$ cat src/hw/rtl/bic_pkg.sv
// ----------------------------------------------------------------------------
// bic_pkg
// Shared types and constants of the BIC congestion window core: widths,
// event codes, register indexes, arithmetic unit request and sequencer states.
// ----------------------------------------------------------------------------
package bic_pkg;

  localparam int unsigned WORD_W     = 32;  // byte and segment counts
  localparam int unsigned DIVD_W     = 40;  // dividend / quotient width
  localparam int unsigned ACC_W      = 64;  // product accumulator width
  localparam int unsigned MPL_W      = 16;  // multiplier operand width
  localparam int unsigned STEP_W     = 6;   // iteration counter width
  localparam int unsigned BETA_SHIFT = 10;  // Q0.10 scaling of beta

  localparam logic [STEP_W-1:0] MUL_STEPS = 6'd16;
  localparam logic [STEP_W-1:0] DIV_STEPS = 6'd40;

  // event codes
  localparam logic [2:0] OP_START   = 3'd0;
  localparam logic [2:0] OP_NEW_ACK = 3'd1;
  localparam logic [2:0] OP_DUP_ACK = 3'd2;
  localparam logic [2:0] OP_TIMEOUT = 3'd3;
  localparam logic [2:0] OP_SCALE   = 3'd4;

  // register indexes
  localparam logic [2:0] CFG_SEGMENT_SIZE   = 3'd0;
  localparam logic [2:0] CFG_INIT_WINDOW    = 3'd1;
  localparam logic [2:0] CFG_INIT_THRESHOLD = 3'd2;
  localparam logic [2:0] CFG_LOW_WINDOW     = 3'd3;
  localparam logic [2:0] CFG_MAX_INCREMENT  = 3'd4;
  localparam logic [2:0] CFG_SMOOTH_PART    = 3'd5;
  localparam logic [2:0] CFG_SEARCH_COEF    = 3'd6;
  localparam logic [2:0] CFG_BETA_Q10       = 3'd7;

  localparam logic [15:0]       RETX_THRESHOLD = 16'd3;
  localparam logic              FAST_CONVERGE  = 1'b1;
  localparam logic [DIVD_W-1:0] LOSS_CLAMP     = 40'd20;
  localparam logic [10:0]       BETA_ONE       = 11'd1024;

  typedef enum logic {
    ALU_MUL,
    ALU_DIV
  } alu_op_t;

  typedef struct packed {
    logic    start;
    alu_op_t op;
  } alu_req_t;

  typedef enum logic [4:0] {
    S_IDLE,
    S_DECODE,
    S_START_MUL,
    S_GROW,
    S_G_WDIV,
    S_G_DIST,
    S_G_LMUL,
    S_G_SMUL,
    S_G_SDIV,
    S_G_BMUL,
    S_G_BDIV,
    S_G_MIDIV,
    S_G_WDDIV,
    S_G_APPLY,
    S_C_WDIV,
    S_C_BMUL,
    S_C_QMUL,
    S_C_PMUL,
    S_DONE
  } ctl_state_t;

endpackage

$ cat src/hw/rtl/bic_alu.sv
// ----------------------------------------------------------------------------
// bic_alu
// Shared iterative arithmetic unit: shift-add multiply, one multiplier bit
// per cycle, and restoring divide, one quotient bit per cycle.
// ----------------------------------------------------------------------------
module bic_alu (
  input  logic                       clk,
  input  logic                       rst_n,
  input  bic_pkg::alu_req_t          req,
  input  logic [bic_pkg::ACC_W-1:0]  opa,
  input  logic [bic_pkg::WORD_W-1:0] opb,
  output logic                       done,
  output logic [bic_pkg::ACC_W-1:0]  result
);
  import bic_pkg::*;

  logic              busy_r, busy_nxt;
  logic              done_r, done_nxt;
  alu_op_t           op_r, op_nxt;
  logic [STEP_W-1:0] cnt_r, cnt_nxt;
  logic [ACC_W-1:0]  acc_r, acc_nxt;
  logic [ACC_W-1:0]  sh_r, sh_nxt;     // multiplicand, or dividend/quotient
  logic [MPL_W-1:0]  mpl_r, mpl_nxt;
  logic [WORD_W-1:0] rem_r, rem_nxt;
  logic [WORD_W-1:0] dvs_r, dvs_nxt;

  logic [WORD_W:0]   trial;
  logic [WORD_W:0]   diff;
  logic              take;

  always_ff @(posedge clk) begin
    if (!rst_n) begin
      busy_r <= 1'b0;
      done_r <= 1'b0;
      cnt_r  <= '0;
    end else begin
      busy_r <= busy_nxt;
      done_r <= done_nxt;
      cnt_r  <= cnt_nxt;
    end
    op_r  <= op_nxt;
    acc_r <= acc_nxt;
    sh_r  <= sh_nxt;
    mpl_r <= mpl_nxt;
    rem_r <= rem_nxt;
    dvs_r <= dvs_nxt;
  end

  always_comb begin
    trial    = {rem_r, sh_r[DIVD_W-1]};
    diff     = trial - {1'b0, dvs_r};
    take     = (trial >= {1'b0, dvs_r});
    busy_nxt = busy_r;
    done_nxt = 1'b0;
    op_nxt   = op_r;
    cnt_nxt  = cnt_r;
    acc_nxt  = acc_r;
    sh_nxt   = sh_r;
    mpl_nxt  = mpl_r;
    rem_nxt  = rem_r;
    dvs_nxt  = dvs_r;
    if (req.start) begin
      op_nxt   = req.op;
      busy_nxt = 1'b1;
      if (req.op == ALU_MUL) begin
        acc_nxt = '0;
        sh_nxt  = opa;
        mpl_nxt = opb[MPL_W-1:0];
        cnt_nxt = MUL_STEPS;
      end else begin
        sh_nxt  = {{(ACC_W-DIVD_W){1'b0}}, opa[DIVD_W-1:0]};
        rem_nxt = '0;
        dvs_nxt = opb;
        cnt_nxt = DIV_STEPS;
      end
    end else if (busy_r) begin
      if (op_r == ALU_MUL) begin
        if (mpl_r[0]) begin
          acc_nxt = acc_r + sh_r;
        end
        sh_nxt  = {sh_r[ACC_W-2:0], 1'b0};
        mpl_nxt = {1'b0, mpl_r[MPL_W-1:1]};
      end else begin
        rem_nxt = take ? diff[WORD_W-1:0] : trial[WORD_W-1:0];
        sh_nxt  = {sh_r[ACC_W-2:0], take};
      end
      cnt_nxt = cnt_r - 1'b1;
      if (cnt_r == {{(STEP_W-1){1'b0}}, 1'b1}) begin
        busy_nxt = 1'b0;
        done_nxt = 1'b1;
      end
    end
  end

  assign done   = done_r;
  assign result = (op_r == ALU_MUL) ? acc_r : {{(ACC_W-DIVD_W){1'b0}}, sh_r[DIVD_W-1:0]};

endmodule

$ cat src/hw/rtl/bic_congestion_window_core.sv
// ----------------------------------------------------------------------------
// bic_congestion_window_core
// TCP BIC congestion window keeper: window, slow start threshold, last
// maximum, ACK counter and loss flag, updated once per event request.
// ----------------------------------------------------------------------------
// One event request is taken at a time; in_ready is high only while the
// sequencer is idle, and a finished result sits in the output register so
// the next request can be taken while it waits. All arithmetic runs on one
// shared unit: a multiply holds the sequencer for 16 shift-add steps, a
// divide for 40 restoring steps. Work per request: start one multiply,
// threshold scale, unused codes and slow-start ACK no arithmetic,
// congestion-avoidance ACK a segment division, then depending on the BIC
// region up to three more operations (two divides and a multiply, or two
// multiplies and a divide), loss a segment division and two multiplies,
// loss while already in loss none. Configuration writes are taken every
// cycle and must only be issued while the block is idle.
// ----------------------------------------------------------------------------
module bic_congestion_window_core (
  input  logic        clk,
  input  logic        rst_n,
  // configuration write channel
  input  logic        cfg_valid,
  output logic        cfg_ready,
  input  logic [2:0]  cfg_index,
  input  logic [31:0] cfg_data,
  // event requests
  input  logic        in_valid,
  output logic        in_ready,
  input  logic [2:0]  in_op,
  input  logic [15:0] in_dup_count,
  input  logic [3:0]  in_scale_shift,
  input  logic [31:0] in_receiver_window,
  // results
  output logic        out_valid,
  input  logic        out_ready,
  output logic [31:0] out_congestion_window,
  output logic [31:0] out_slow_start_threshold,
  output logic [31:0] out_send_window,
  output logic        out_in_loss,
  output logic        out_retransmit_now,
  output logic        out_send_pending
);
  import bic_pkg::*;

  // configuration registers
  logic [15:0]       seg_r;
  logic [10:0]       init_win_r;
  logic [31:0]       init_th_r;
  logic [15:0]       low_r;
  logic [15:0]       maxinc_r;
  logic [7:0]        smooth_r;
  logic [7:0]        coef_r;
  logic [10:0]       beta_r;

  // effective values: out of range settings are pulled into range
  logic [15:0]       seg_e;
  logic [15:0]       mi_e;
  logic [7:0]        b_e;
  logic [7:0]        bm1;
  logic [10:0]       beta_e;

  // sequencer and latched request
  ctl_state_t        state_r, state_nxt;
  logic              iss_r, iss_nxt;
  logic [2:0]        op_r, op_nxt;
  logic [15:0]       dup_r, dup_nxt;
  logic [3:0]        shift_r, shift_nxt;
  logic [31:0]       rwnd_r, rwnd_nxt;

  // protocol state
  logic [WORD_W-1:0] win_r, win_nxt;
  logic [WORD_W-1:0] th_r, th_nxt;
  logic [WORD_W-1:0] lm_r, lm_nxt;
  logic [WORD_W-1:0] ack_r, ack_nxt;
  logic              loss_r, loss_nxt;
  logic              retx_r, retx_nxt;
  logic              pend_r, pend_nxt;

  // working registers
  logic [WORD_W-1:0] w_r, w_nxt;       // window in segments
  logic [WORD_W-1:0] dist_r, dist_nxt;
  logic [ACC_W-1:0]  tmp_r, tmp_nxt;
  logic [DIVD_W-1:0] cnt_r, cnt_nxt;   // ACKs needed per segment

  // output register
  logic              ov_r, ov_nxt;
  logic [31:0]       ocw_r, ocw_nxt;
  logic [31:0]       oth_r, oth_nxt;
  logic [31:0]       osw_r, osw_nxt;
  logic              oloss_r, oloss_nxt;
  logic              oretx_r, oretx_nxt;
  logic              opend_r, opend_nxt;

  // shared unit
  alu_req_t          alu_req;
  logic [ACC_W-1:0]  alu_a;
  logic [WORD_W-1:0] alu_b;
  logic              alu_done;
  logic [ACC_W-1:0]  alu_res;

  // datapath helpers
  logic [WORD_W:0]   win_add;
  logic [WORD_W-1:0] win_inc;
  logic [ACC_W-1:0]  scale_full;
  logic [WORD_W-1:0] scale_sat;
  logic [WORD_W:0]   lm_plus_b;
  logic [WORD_W:0]   lm_plus_lin;
  logic [WORD_W-1:0] qw;
  logic [16:0]       floor2;
  logic [ACC_W-1:0]  th_raw;
  logic [ACC_W-1:0]  th_fl;
  logic [WORD_W-1:0] th_sat;
  logic              alu_state;

  function automatic logic [DIVD_W-1:0] fix_count(input logic [DIVD_W-1:0] q,
                                                  input logic lm_zero);
    logic [DIVD_W-1:0] c;
    c = q;
    if (lm_zero && (c > LOSS_CLAMP)) c = LOSS_CLAMP;
    if (c == '0) c = {{(DIVD_W-1){1'b0}}, 1'b1};
    return c;
  endfunction

  function automatic logic [ACC_W-1:0] ext64(input logic [WORD_W-1:0] v);
    return {{(ACC_W-WORD_W){1'b0}}, v};
  endfunction

  // --------------------------------------------------------------------------
  // configuration
  // --------------------------------------------------------------------------
  assign cfg_ready = 1'b1;

  always_ff @(posedge clk) begin
    if (!rst_n) begin
      seg_r      <= 16'd536;
      init_win_r <= 11'd1;
      init_th_r  <= 32'd65535;
      low_r      <= 16'd14;
      maxinc_r   <= 16'd16;
      smooth_r   <= 8'd5;
      coef_r     <= 8'd4;
      beta_r     <= 11'd819;
    end else if (cfg_valid) begin
      case (cfg_index)
        CFG_SEGMENT_SIZE:   seg_r      <= cfg_data[15:0];
        CFG_INIT_WINDOW:    init_win_r <= cfg_data[10:0];
        CFG_INIT_THRESHOLD: init_th_r  <= cfg_data;
        CFG_LOW_WINDOW:     low_r      <= cfg_data[15:0];
        CFG_MAX_INCREMENT:  maxinc_r   <= cfg_data[15:0];
        CFG_SMOOTH_PART:    smooth_r   <= cfg_data[7:0];
        CFG_SEARCH_COEF:    coef_r     <= cfg_data[7:0];
        CFG_BETA_Q10:       beta_r     <= cfg_data[10:0];
        default: ;
      endcase
    end
  end

  assign seg_e  = (seg_r == '0) ? 16'd1 : seg_r;
  assign mi_e   = (maxinc_r == '0) ? 16'd1 : maxinc_r;
  assign b_e    = (coef_r < 8'd2) ? 8'd2 : coef_r;
  assign bm1    = b_e - 8'd1;
  assign beta_e = (beta_r > BETA_ONE) ? BETA_ONE : beta_r;

  // --------------------------------------------------------------------------
  // shared arithmetic unit
  // --------------------------------------------------------------------------
  bic_alu u_alu (
    .clk    (clk),
    .rst_n  (rst_n),
    .req    (alu_req),
    .opa    (alu_a),
    .opb    (alu_b),
    .done   (alu_done),
    .result (alu_res)
  );

  // operand select per sequencer step
  always_comb begin
    alu_a     = ext64(win_r);
    alu_b     = {16'b0, seg_e};
    alu_req.op = ALU_DIV;
    alu_state = 1'b1;
    case (state_r)
      S_START_MUL: begin
        alu_req.op = ALU_MUL;
        alu_a      = ext64({21'b0, init_win_r});
      end
      S_G_WDIV, S_C_WDIV: ;
      S_G_DIST: begin
        alu_a = ext64(lm_r - w_r);
        alu_b = {24'b0, b_e};
      end
      S_G_LMUL: begin
        alu_req.op = ALU_MUL;
        alu_a      = ext64({16'b0, mi_e});
        alu_b      = {24'b0, bm1};
      end
      S_G_SMUL: begin
        alu_req.op = ALU_MUL;
        alu_a      = ext64(w_r);
        alu_b      = {24'b0, smooth_r};
      end
      S_G_SDIV: begin
        alu_a = tmp_r;
        alu_b = {24'b0, b_e};
      end
      S_G_BMUL: begin
        alu_req.op = ALU_MUL;
        alu_a      = ext64(w_r);
        alu_b      = {24'b0, bm1};
      end
      S_G_BDIV: begin
        alu_a = tmp_r;
        alu_b = w_r - lm_r;
      end
      S_G_MIDIV: begin
        alu_a = ext64(w_r);
        alu_b = {16'b0, mi_e};
      end
      S_G_WDDIV: begin
        alu_a = ext64(w_r);
        alu_b = dist_r;
      end
      S_C_BMUL: begin
        alu_req.op = ALU_MUL;
        alu_a      = ext64(w_r);
        alu_b      = {21'b0, beta_e};
      end
      S_C_QMUL: begin
        alu_req.op = ALU_MUL;
        alu_a      = ext64({2'b0, w_r[WORD_W-1:2]});
      end
      S_C_PMUL: begin
        alu_req.op = ALU_MUL;
        alu_a      = tmp_r;
      end
      default: alu_state = 1'b0;
    endcase
    alu_req.start = alu_state && !iss_r;
  end

  // --------------------------------------------------------------------------
  // datapath helpers
  // --------------------------------------------------------------------------
  assign win_add     = {1'b0, win_r} + {17'b0, seg_e};
  assign win_inc     = win_add[WORD_W] ? '1 : win_add[WORD_W-1:0];
  assign scale_full  = ext64(th_r) << shift_r;
  assign scale_sat   = (|scale_full[ACC_W-1:WORD_W]) ? '1 : scale_full[WORD_W-1:0];
  assign lm_plus_b   = {1'b0, lm_r} + {25'b0, b_e};
  assign lm_plus_lin = {1'b0, lm_r} + alu_res[WORD_W:0];
  assign qw          = alu_res[WORD_W-1:0];
  assign floor2      = {seg_e, 1'b0};
  // loss threshold: the beta product carries the Q0.10 scale
  assign th_raw      = (state_r == S_C_PMUL) ? (alu_res >> BETA_SHIFT) : alu_res;
  assign th_fl       = (th_raw < {47'b0, floor2}) ? {47'b0, floor2} : th_raw;
  assign th_sat      = (|th_fl[ACC_W-1:WORD_W]) ? '1 : th_fl[WORD_W-1:0];

  // --------------------------------------------------------------------------
  // sequencer
  // --------------------------------------------------------------------------
  always_ff @(posedge clk) begin
    if (!rst_n) begin
      state_r <= S_IDLE;
      iss_r   <= 1'b0;
      win_r   <= '0;
      th_r    <= '0;
      lm_r    <= '0;
      ack_r   <= '0;
      loss_r  <= 1'b0;
      ov_r    <= 1'b0;
    end else begin
      state_r <= state_nxt;
      iss_r   <= iss_nxt;
      win_r   <= win_nxt;
      th_r    <= th_nxt;
      lm_r    <= lm_nxt;
      ack_r   <= ack_nxt;
      loss_r  <= loss_nxt;
      ov_r    <= ov_nxt;
    end
    op_r    <= op_nxt;
    dup_r   <= dup_nxt;
    shift_r <= shift_nxt;
    rwnd_r  <= rwnd_nxt;
    retx_r  <= retx_nxt;
    pend_r  <= pend_nxt;
    w_r     <= w_nxt;
    dist_r  <= dist_nxt;
    tmp_r   <= tmp_nxt;
    cnt_r   <= cnt_nxt;
    ocw_r   <= ocw_nxt;
    oth_r   <= oth_nxt;
    osw_r   <= osw_nxt;
    oloss_r <= oloss_nxt;
    oretx_r <= oretx_nxt;
    opend_r <= opend_nxt;
  end

  always_comb begin
    state_nxt = state_r;
    iss_nxt   = iss_r;
    op_nxt    = op_r;
    dup_nxt   = dup_r;
    shift_nxt = shift_r;
    rwnd_nxt  = rwnd_r;
    win_nxt   = win_r;
    th_nxt    = th_r;
    lm_nxt    = lm_r;
    ack_nxt   = ack_r;
    loss_nxt  = loss_r;
    retx_nxt  = retx_r;
    pend_nxt  = pend_r;
    w_nxt     = w_r;
    dist_nxt  = dist_r;
    tmp_nxt   = tmp_r;
    cnt_nxt   = cnt_r;
    ov_nxt    = ov_r;
    ocw_nxt   = ocw_r;
    oth_nxt   = oth_r;
    osw_nxt   = osw_r;
    oloss_nxt = oloss_r;
    oretx_nxt = oretx_r;
    opend_nxt = opend_r;
    in_ready  = 1'b0;

    if (ov_r && out_ready) ov_nxt = 1'b0;

    // compute steps: issue once, then wait for the unit
    if (alu_req.start) iss_nxt = 1'b1;
    if (iss_r && alu_done) iss_nxt = 1'b0;

    case (state_r)
      S_IDLE: begin
        in_ready = 1'b1;
        if (in_valid) begin
          op_nxt    = in_op;
          dup_nxt   = in_dup_count;
          shift_nxt = in_scale_shift;
          rwnd_nxt  = in_receiver_window;
          retx_nxt  = 1'b0;
          pend_nxt  = 1'b0;
          state_nxt = S_DECODE;
        end
      end

      S_DECODE: begin
        state_nxt = S_DONE;
        case (op_r)
          OP_START: state_nxt = S_START_MUL;
          OP_NEW_ACK: begin
            loss_nxt  = 1'b0;
            state_nxt = S_GROW;
          end
          OP_DUP_ACK: begin
            if (dup_r == RETX_THRESHOLD) begin
              retx_nxt = 1'b1;
              loss_nxt = 1'b1;
              // already in loss: no second cut
              if (!loss_r) state_nxt = S_C_WDIV;
            end else if (dup_r > RETX_THRESHOLD) begin
              pend_nxt  = 1'b1;
              state_nxt = S_GROW;
            end
          end
          OP_TIMEOUT: begin
            retx_nxt = 1'b1;
            loss_nxt = 1'b1;
            if (!loss_r) state_nxt = S_C_WDIV;
          end
          OP_SCALE: th_nxt = scale_sat;
          default: ;
        endcase
      end

      S_START_MUL: begin
        if (iss_r && alu_done) begin
          win_nxt   = alu_res[WORD_W-1:0];
          th_nxt    = init_th_r;
          lm_nxt    = '0;
          loss_nxt  = 1'b0;
          state_nxt = S_DONE;
        end
      end

      // ---- growth ----
      S_GROW: begin
        if (win_r < th_r) begin
          win_nxt   = win_inc;   // slow start
          state_nxt = S_DONE;
        end else begin
          if (ack_r != '1) ack_nxt = ack_r + 1'b1;
          state_nxt = S_G_WDIV;
        end
      end

      S_G_WDIV: begin
        if (iss_r && alu_done) begin
          w_nxt = qw;
          if (qw < {16'b0, low_r}) begin
            // small window: count is the window itself, no clamp
            cnt_nxt   = {{(DIVD_W-WORD_W){1'b0}}, qw};
            state_nxt = S_G_APPLY;
          end else if (qw < lm_r) begin
            state_nxt = S_G_DIST;
          end else if ({1'b0, qw} < lm_plus_b) begin
            state_nxt = S_G_SMUL;
          end else begin
            state_nxt = S_G_LMUL;
          end
        end
      end

      S_G_DIST: begin
        if (iss_r && alu_done) begin
          dist_nxt = alu_res[WORD_W-1:0];
          if (alu_res[DIVD_W-1:0] > {24'b0, mi_e}) begin
            state_nxt = S_G_MIDIV;
          end else if (alu_res[DIVD_W-1:0] <= {{(DIVD_W-1){1'b0}}, 1'b1}) begin
            state_nxt = S_G_SMUL;
          end else begin
            state_nxt = S_G_WDDIV;
          end
        end
      end

      S_G_LMUL: begin
        if (iss_r && alu_done) begin
          // linear region ends at last max + max_increment * (b - 1)
          state_nxt = ({1'b0, w_r} < lm_plus_lin) ? S_G_BMUL : S_G_MIDIV;
        end
      end

      S_G_SMUL: begin
        if (iss_r && alu_done) begin
          tmp_nxt   = alu_res;
          state_nxt = S_G_SDIV;
        end
      end

      S_G_BMUL: begin
        if (iss_r && alu_done) begin
          tmp_nxt   = alu_res;
          state_nxt = S_G_BDIV;
        end
      end

      S_G_SDIV, S_G_BDIV, S_G_MIDIV, S_G_WDDIV: begin
        if (iss_r && alu_done) begin
          cnt_nxt   = fix_count(alu_res[DIVD_W-1:0], lm_r == '0);
          state_nxt = S_G_APPLY;
        end
      end

      S_G_APPLY: begin
        if ({8'b0, ack_r} > cnt_r) begin
          win_nxt = win_inc;
          ack_nxt = '0;
        end
        state_nxt = S_DONE;
      end

      // ---- loss ----
      S_C_WDIV: begin
        if (iss_r && alu_done) begin
          w_nxt     = qw;
          state_nxt = S_C_BMUL;
        end
      end

      S_C_BMUL: begin
        if (iss_r && alu_done) begin
          tmp_nxt = alu_res;
          if (FAST_CONVERGE && (w_r < lm_r)) begin
            lm_nxt = alu_res[WORD_W+BETA_SHIFT-1:BETA_SHIFT];
          end else begin
            lm_nxt = w_r;
          end
          state_nxt = (w_r < {16'b0, low_r}) ? S_C_QMUL : S_C_PMUL;
        end
      end

      S_C_QMUL, S_C_PMUL: begin
        if (iss_r && alu_done) begin
          th_nxt    = th_sat;
          win_nxt   = th_sat;
          state_nxt = S_DONE;
        end
      end

      // ---- result ----
      S_DONE: begin
        if (!ov_r || out_ready) begin
          ov_nxt    = 1'b1;
          ocw_nxt   = win_r;
          oth_nxt   = th_r;
          osw_nxt   = (rwnd_r < win_r) ? rwnd_r : win_r;
          oloss_nxt = loss_r;
          oretx_nxt = retx_r;
          opend_nxt = pend_r;
          state_nxt = S_IDLE;
        end
      end

      default: state_nxt = S_IDLE;
    endcase
  end

  assign out_valid                = ov_r;
  assign out_congestion_window    = ocw_r;
  assign out_slow_start_threshold = oth_r;
  assign out_send_window          = osw_r;
  assign out_in_loss              = oloss_r;
  assign out_retransmit_now       = oretx_r;
  assign out_send_pending         = opend_r;

endmodule
$ cat config.mk
export PLATFORM = sky130hd
export DESIGN_NAME = bic_congestion_window_core
export DESIGN_NICKNAME = d
export VERILOG_FILES = /design/src/hw/rtl/bic_pkg.sv /design/src/hw/rtl/bic_alu.sv /design/src/hw/rtl/bic_congestion_window_core.sv
export SDC_FILE = /design/constraint.sdc
export NUM_CORES = 2
export LEC_CHECK = 0
export BUFFER_PORTS_ARGS = -buffer_cell sky130_fd_sc_hd__buf_2
export CAP_MARGIN = 15
export CORE_ASPECT_RATIO = 2
export CORE_MARGIN = 2
export CORE_UTILIZATION = 25
export CTS_BUF_LIST = sky130_fd_sc_hd__clkbuf_8 sky130_fd_sc_hd__clkbuf_16
export DETAILED_ROUTE_END_ITERATION = 10
export SETUP_SLACK_MARGIN = 0.05
export SYNTH_ARGS = -nofsm -noshare
export SYNTH_HDL_FRONTEND = slang
export SYNTH_SLANG_ARGS = --single-unit
$ cat constraint.sdc
create_clock -name clk -period 18 [get_ports clk]
set_input_delay 1.8 -clock clk [delete_from_list [all_inputs] [get_ports clk]]
set_output_delay 1.8 -clock clk [all_outputs]
set_load 0.02 [all_outputs]
==> key figures <==
Detailed routing
  • Post-route DRC violation count: 0
  • DRT Pass-1 Iters: 9
  • Final wirelength: approximately 220000 µm
  • DRT iter0 DRCs: 6075
  • M1 WL: 90010 µm
  • Vias per cell: between 5 and 6
  • Metal3 WL: 22970 µm
  • DR vias: between 40000 and 50000
  • Routed WL per cell: between 20 and 25 µm
  • Final ANT Viol Nets: 0
  • DR top layer: met5
  • Met2 WL post-DR: 91750 µm

Logic synthesis
  • Yosys reg bits: 795
  • Register area share after synthesis: about two fifths
  • Library cells used by synthesis: 105
  • Asr flop ratio synth: 0%
  • Synth Instances: between 5000 and 6000
  • Mean area per synthesized cell: around 9 µm²
  • Post-synth EDFFs: 533
  • Predominant post-synthesis flop cell: edfxtp_1
  • Syn_nets: 6310
  • Synthesized area: 52940 µm²
  • Yosys warns: 0

Power and ir drop
  • Internal power: about 0.0055 W
  • Combinational power share: 52.0%
  • Switching Power: 0.004646 W
  • Worst vdd rail ir drop: 0.0001340 V
  • Clock network power share: 19.1%
  • Overall Power: between 0.01 and 0.015 W
  • Part of the power in registers: 28.9%
  • Leakage: roughly 23 nW
  • Sw Ratio: 45.98%
  • Power per cell area: about 170 nW/µm²

Setup path
  • Critical-path cell list: buf_4, mux2i_1, inv_1, ha_1, fa_1, nor2b_1, o311ai_0, a21oi_1, a2111oi_2, o21ai_1, a211oi_1, o21bai_1, a21oi_1, o31ai_1, xor2_1, ha_1, a2111oi_0, nand2_1, a211o_1, o21ai_0, a21o_1, nand4_1, a21oi_1, a211oi_1
  • Critical path's most frequent cell: a21oi_1
  • Startpoint Class: flop
  • Worst path top cell family by delay: compound AO/OA/AOI/OAI gates
  • CP max stage cell: mux2i_1
  • Reg-to-Reg Start: u_alu.op_r
  • Max stage delay on crit path: 0.63 ns
  • Crit path buf inv count: 2
  • Critical Path RT: roughly 19 ns
  • Reg2Reg Depth: 24
  • Worst-path fanout max: 16
  • CP endpoint kind: flop
  • Worst r2r dst: state_r[1]
  • Reg2reg setup slack: roughly 11 ns
  • Crit path launch: u_alu.op_r
  • Setup crit end: state_r[1]
  • Critical Path AT: 7.92 ns
  • Worst path depth: 24
  • Kind of critical path: reg2reg

Timing
  • Final critical-path required period: 7.349 ns
  • Setup TNS: 0 ns
  • Final setup vio count: 0
  • Hold WS: 0.4679 ns
  • Fin. max-slew vios: 0
  • Layout Skew: 0.04872 ns
  • Worst Tran Pin Value: around 1.4 ns
  • Slew Limit Headroom: 8.235%
  • RSZ-0062 raised after global routing: false
  • FMAX: 0.1361 GHz
  • Fin crit share: just over 40%
  • Fin. Hold Viols: 0

CTS
  • Clock Sinks: between 700 and 800
  • Skew-Pair Late Insertion Delay: approximately 0.74 ns
  • H-tree level count: 3
  • CTS Root Cell: clkbuf_16
  • Clock Tree Buf Depth: 3
  • CTS tree: built
  • Clock Pin Slew Worst Setup and Hold Paths: 0.06 ns
  • CTS resizes: 0
  • Inserted Clock Buffers: 89
  • Postcts setup bufs: 0
  • # hold bufs at CTS: 0

Global route
  • Largest net degree at the start of global routing: 81
  • Gr ovfl total: 0
  • Vias in the first global route: ~44000
  • GRT Total Usage: 19.35%
  • Initial antenna violation count: 20
  • First-pass GRT wire length: 310100 µm

Run status
  • Status: finished, final reports clean

Die
  • Die Wd: between 300 and 400 µm
  • Initial Util: between 20% and 30%
  • Io pins: 197
  • Core area: 211100 µm²
  • Rows: between 200 and 250
  • Height of the die: 654.8 µm
  • Die area: ~220000 µm²

Final layout
  • Area Overhead vs Synth: 13.57%
  • Commonest non-fill, non-tap cell in the layout: nand2_1
  • Share of cells above drive strength 1: about a tenth
  • Multi-input logic area: 29150 µm²
  • Fillers: 22560
  • Sequential Area: around 21000 µm²
  • Nets: 6403
  • Commonest cells after routing, fill and taps aside: nand2_1, edfxtp_1, ha_1

Placement
  • I/O Buffers: 195
  • Placer congestion estimate: 0.9884
  • DP Wirelength: 164200 µm

Flow run
  • Max-cap violations: 0

Hold path
  • Hold Path Class: reg2reg
==> metal layers <==
layer,vias to the layer above,global-route usage (%)
li1,21230,-
met1,23010,25.85
met2,2632,29.10
met3,508,4.946
met4,12,8.783
met5,-,0
==> power groups by stage <==
stage / Combinational, W / Sequential [W] / Clock [W]
finish: 0.00526 / 0.00292 / 0.00193
global route: 0.00570 / 0.00293 / 0.00201
CTS: 0.00514 / 0.00290 / 0.00195
floorplan: 0.00348 / 0.00279 / 0
global placement: 0.00509 / 0.00293 / 0
detailed placement: 0.00512 / 0.00294 / 0
==> sequential cells by signal, summed over array words and instances, names as in the netlist, 32 cells and up <==
name and count:
win_r 32, w_r 32, tmp_r 64, cnt_r 40, out_send_window 32, rwnd_r 32
init_th_r 32, u_alu.acc_r 64, u_alu.rem_r 32, dist_r 32, ack_r 32, th_r 32
u_alu.sh_r 64, out_slow_start_threshold 32, u_alu.dvs_r 32, lm_r 32, out_congestion_window 32
==> cells in the mapped netlist, types with 18 or more instances <==
cell	number	area share, %
buf_2	33	0.31
a22oi_1	20	0.28
o31ai_1	26	0.37
or3_1	27	0.32
mux2_2	41	0.87
o211ai_1	42	0.60
nand2_1	667	4.7
nor4_1	70	0.83
a221oi_1	40	0.66
o21bai_1	54	0.77
nand2b_1	54	0.64
a21o_1	127	1.8
buf_1	23	0.16
a21boi_0	98	1.4
edfxtp_1	533	30
clkbuf_1	232	1.6
a21oi_1	424	4.0
nor2_1	464	3.3
a222oi_1	25	0.47
dfxtp_1	262	9.9
a31oi_1	58	0.69
a211oi_1	47	0.67
o221ai_1	19	0.31
mux2i_1	80	1.5
xnor2_1	149	2.5
mux4_2	27	1.1
nand3_1	132	1.2
and2_1	19	0.22
nor3_1	77	0.73
a22o_1	26	0.43
xor2_1	80	1.3
nor3b_1	18	0.26
ha_1	467	11
o21ai_0	336	3.2
o22ai_1	19	0.22
nand4_1	88	1.0
nor2b_1	88	1.0
o21a_1	48	0.68
and3_1	32	0.38
a41oi_1	18	0.30
inv_1	362	2.6
==> worst register-to-register path, stage by stage (launching register included) <==
cell and delay (ns):
edfxtp_1 0.32, buf_4 0.28, mux2i_1 0.64, inv_1 0.36, ha_1 0.31, fa_1 0.40
nor2b_1 0.16, o311ai_0 0.58, a21oi_1 0.25, a2111oi_2 0.63, o21ai_1 0.24, a211oi_1 0.27
o21bai_1 0.13, a21oi_1 0.22, o31ai_1 0.11, xor2_1 0.15, ha_1 0.29, a2111oi_0 0.40
nand2_1 0.16, a211o_1 0.28, o21ai_0 0.47, a21o_1 0.16, nand4_1 0.11, a21oi_1 0.17
a211oi_1 0.08
==> kinds of logic (layout without fill, tap and decap cells) <==
group,Yosys count,in the layout,synth area share [%]
compound gates,1619,1619,20.39
simple gates,1793,1793,15.60
other cells,1,6,0.007083
fa+ha+maj,474,474,11.30
xor+xnor,229,229,3.788
mux,154,154,3.722
flops,795,795,40.14
buf+inv,676,842,5.060
==> worst min path at each step <==
stage | startpoint | depth (start not counted) | to | slack [ns]
2_1_floorplan | retx_r | 0 | out_retransmit_now | 0.40
3_3_place_gp | init_th_r[3] | 2 | init_th_r[3] | 0.45
3_5_place_dp | init_th_r[3] | 2 | init_th_r[3] | 0.45
4_1_cts | low_r[6] | 2 | low_r[6] | 0.47
5_1_grt | low_r[6] | 2 | low_r[6] | 0.49
6_report | init_th_r[3] | 2 | init_th_r[3] | 0.47
==> per-stage QoR <==
stage / cells / cell area [µm²] / worst slack, ns / utilization (%)
floorplan: 5741 / 52940 / 11.11 / -
global placement: 8511 / 57080 / 10.52 / 27.04
detailed placement: 8513 / 57100 / 10.74 / 27.05
CTS: 8677 / 60110 / 10.71 / 28.47
global route: 8678 / 60120 / 10.09 / 28.48
finish: 8683 / 60130 / 10.65 / 28.48
==> final cells by class <==
| class | instances | share of cell area (%) |
|---|---|---|
| timing repair buffer | 311 | 3.084 |
| clock inverter | 71 | 1.174 |
| clock buffer | 93 | 3.833 |
| antenna | 5 | 0.02081 |
| tap | 2771 | 5.766 |
| inverter | 367 | 2.299 |
| sequential | 795 | 35.34 |
| multi-input combinational | 4270 | 48.48 |
No activity file was read; power rests on OpenSTA's default activity.
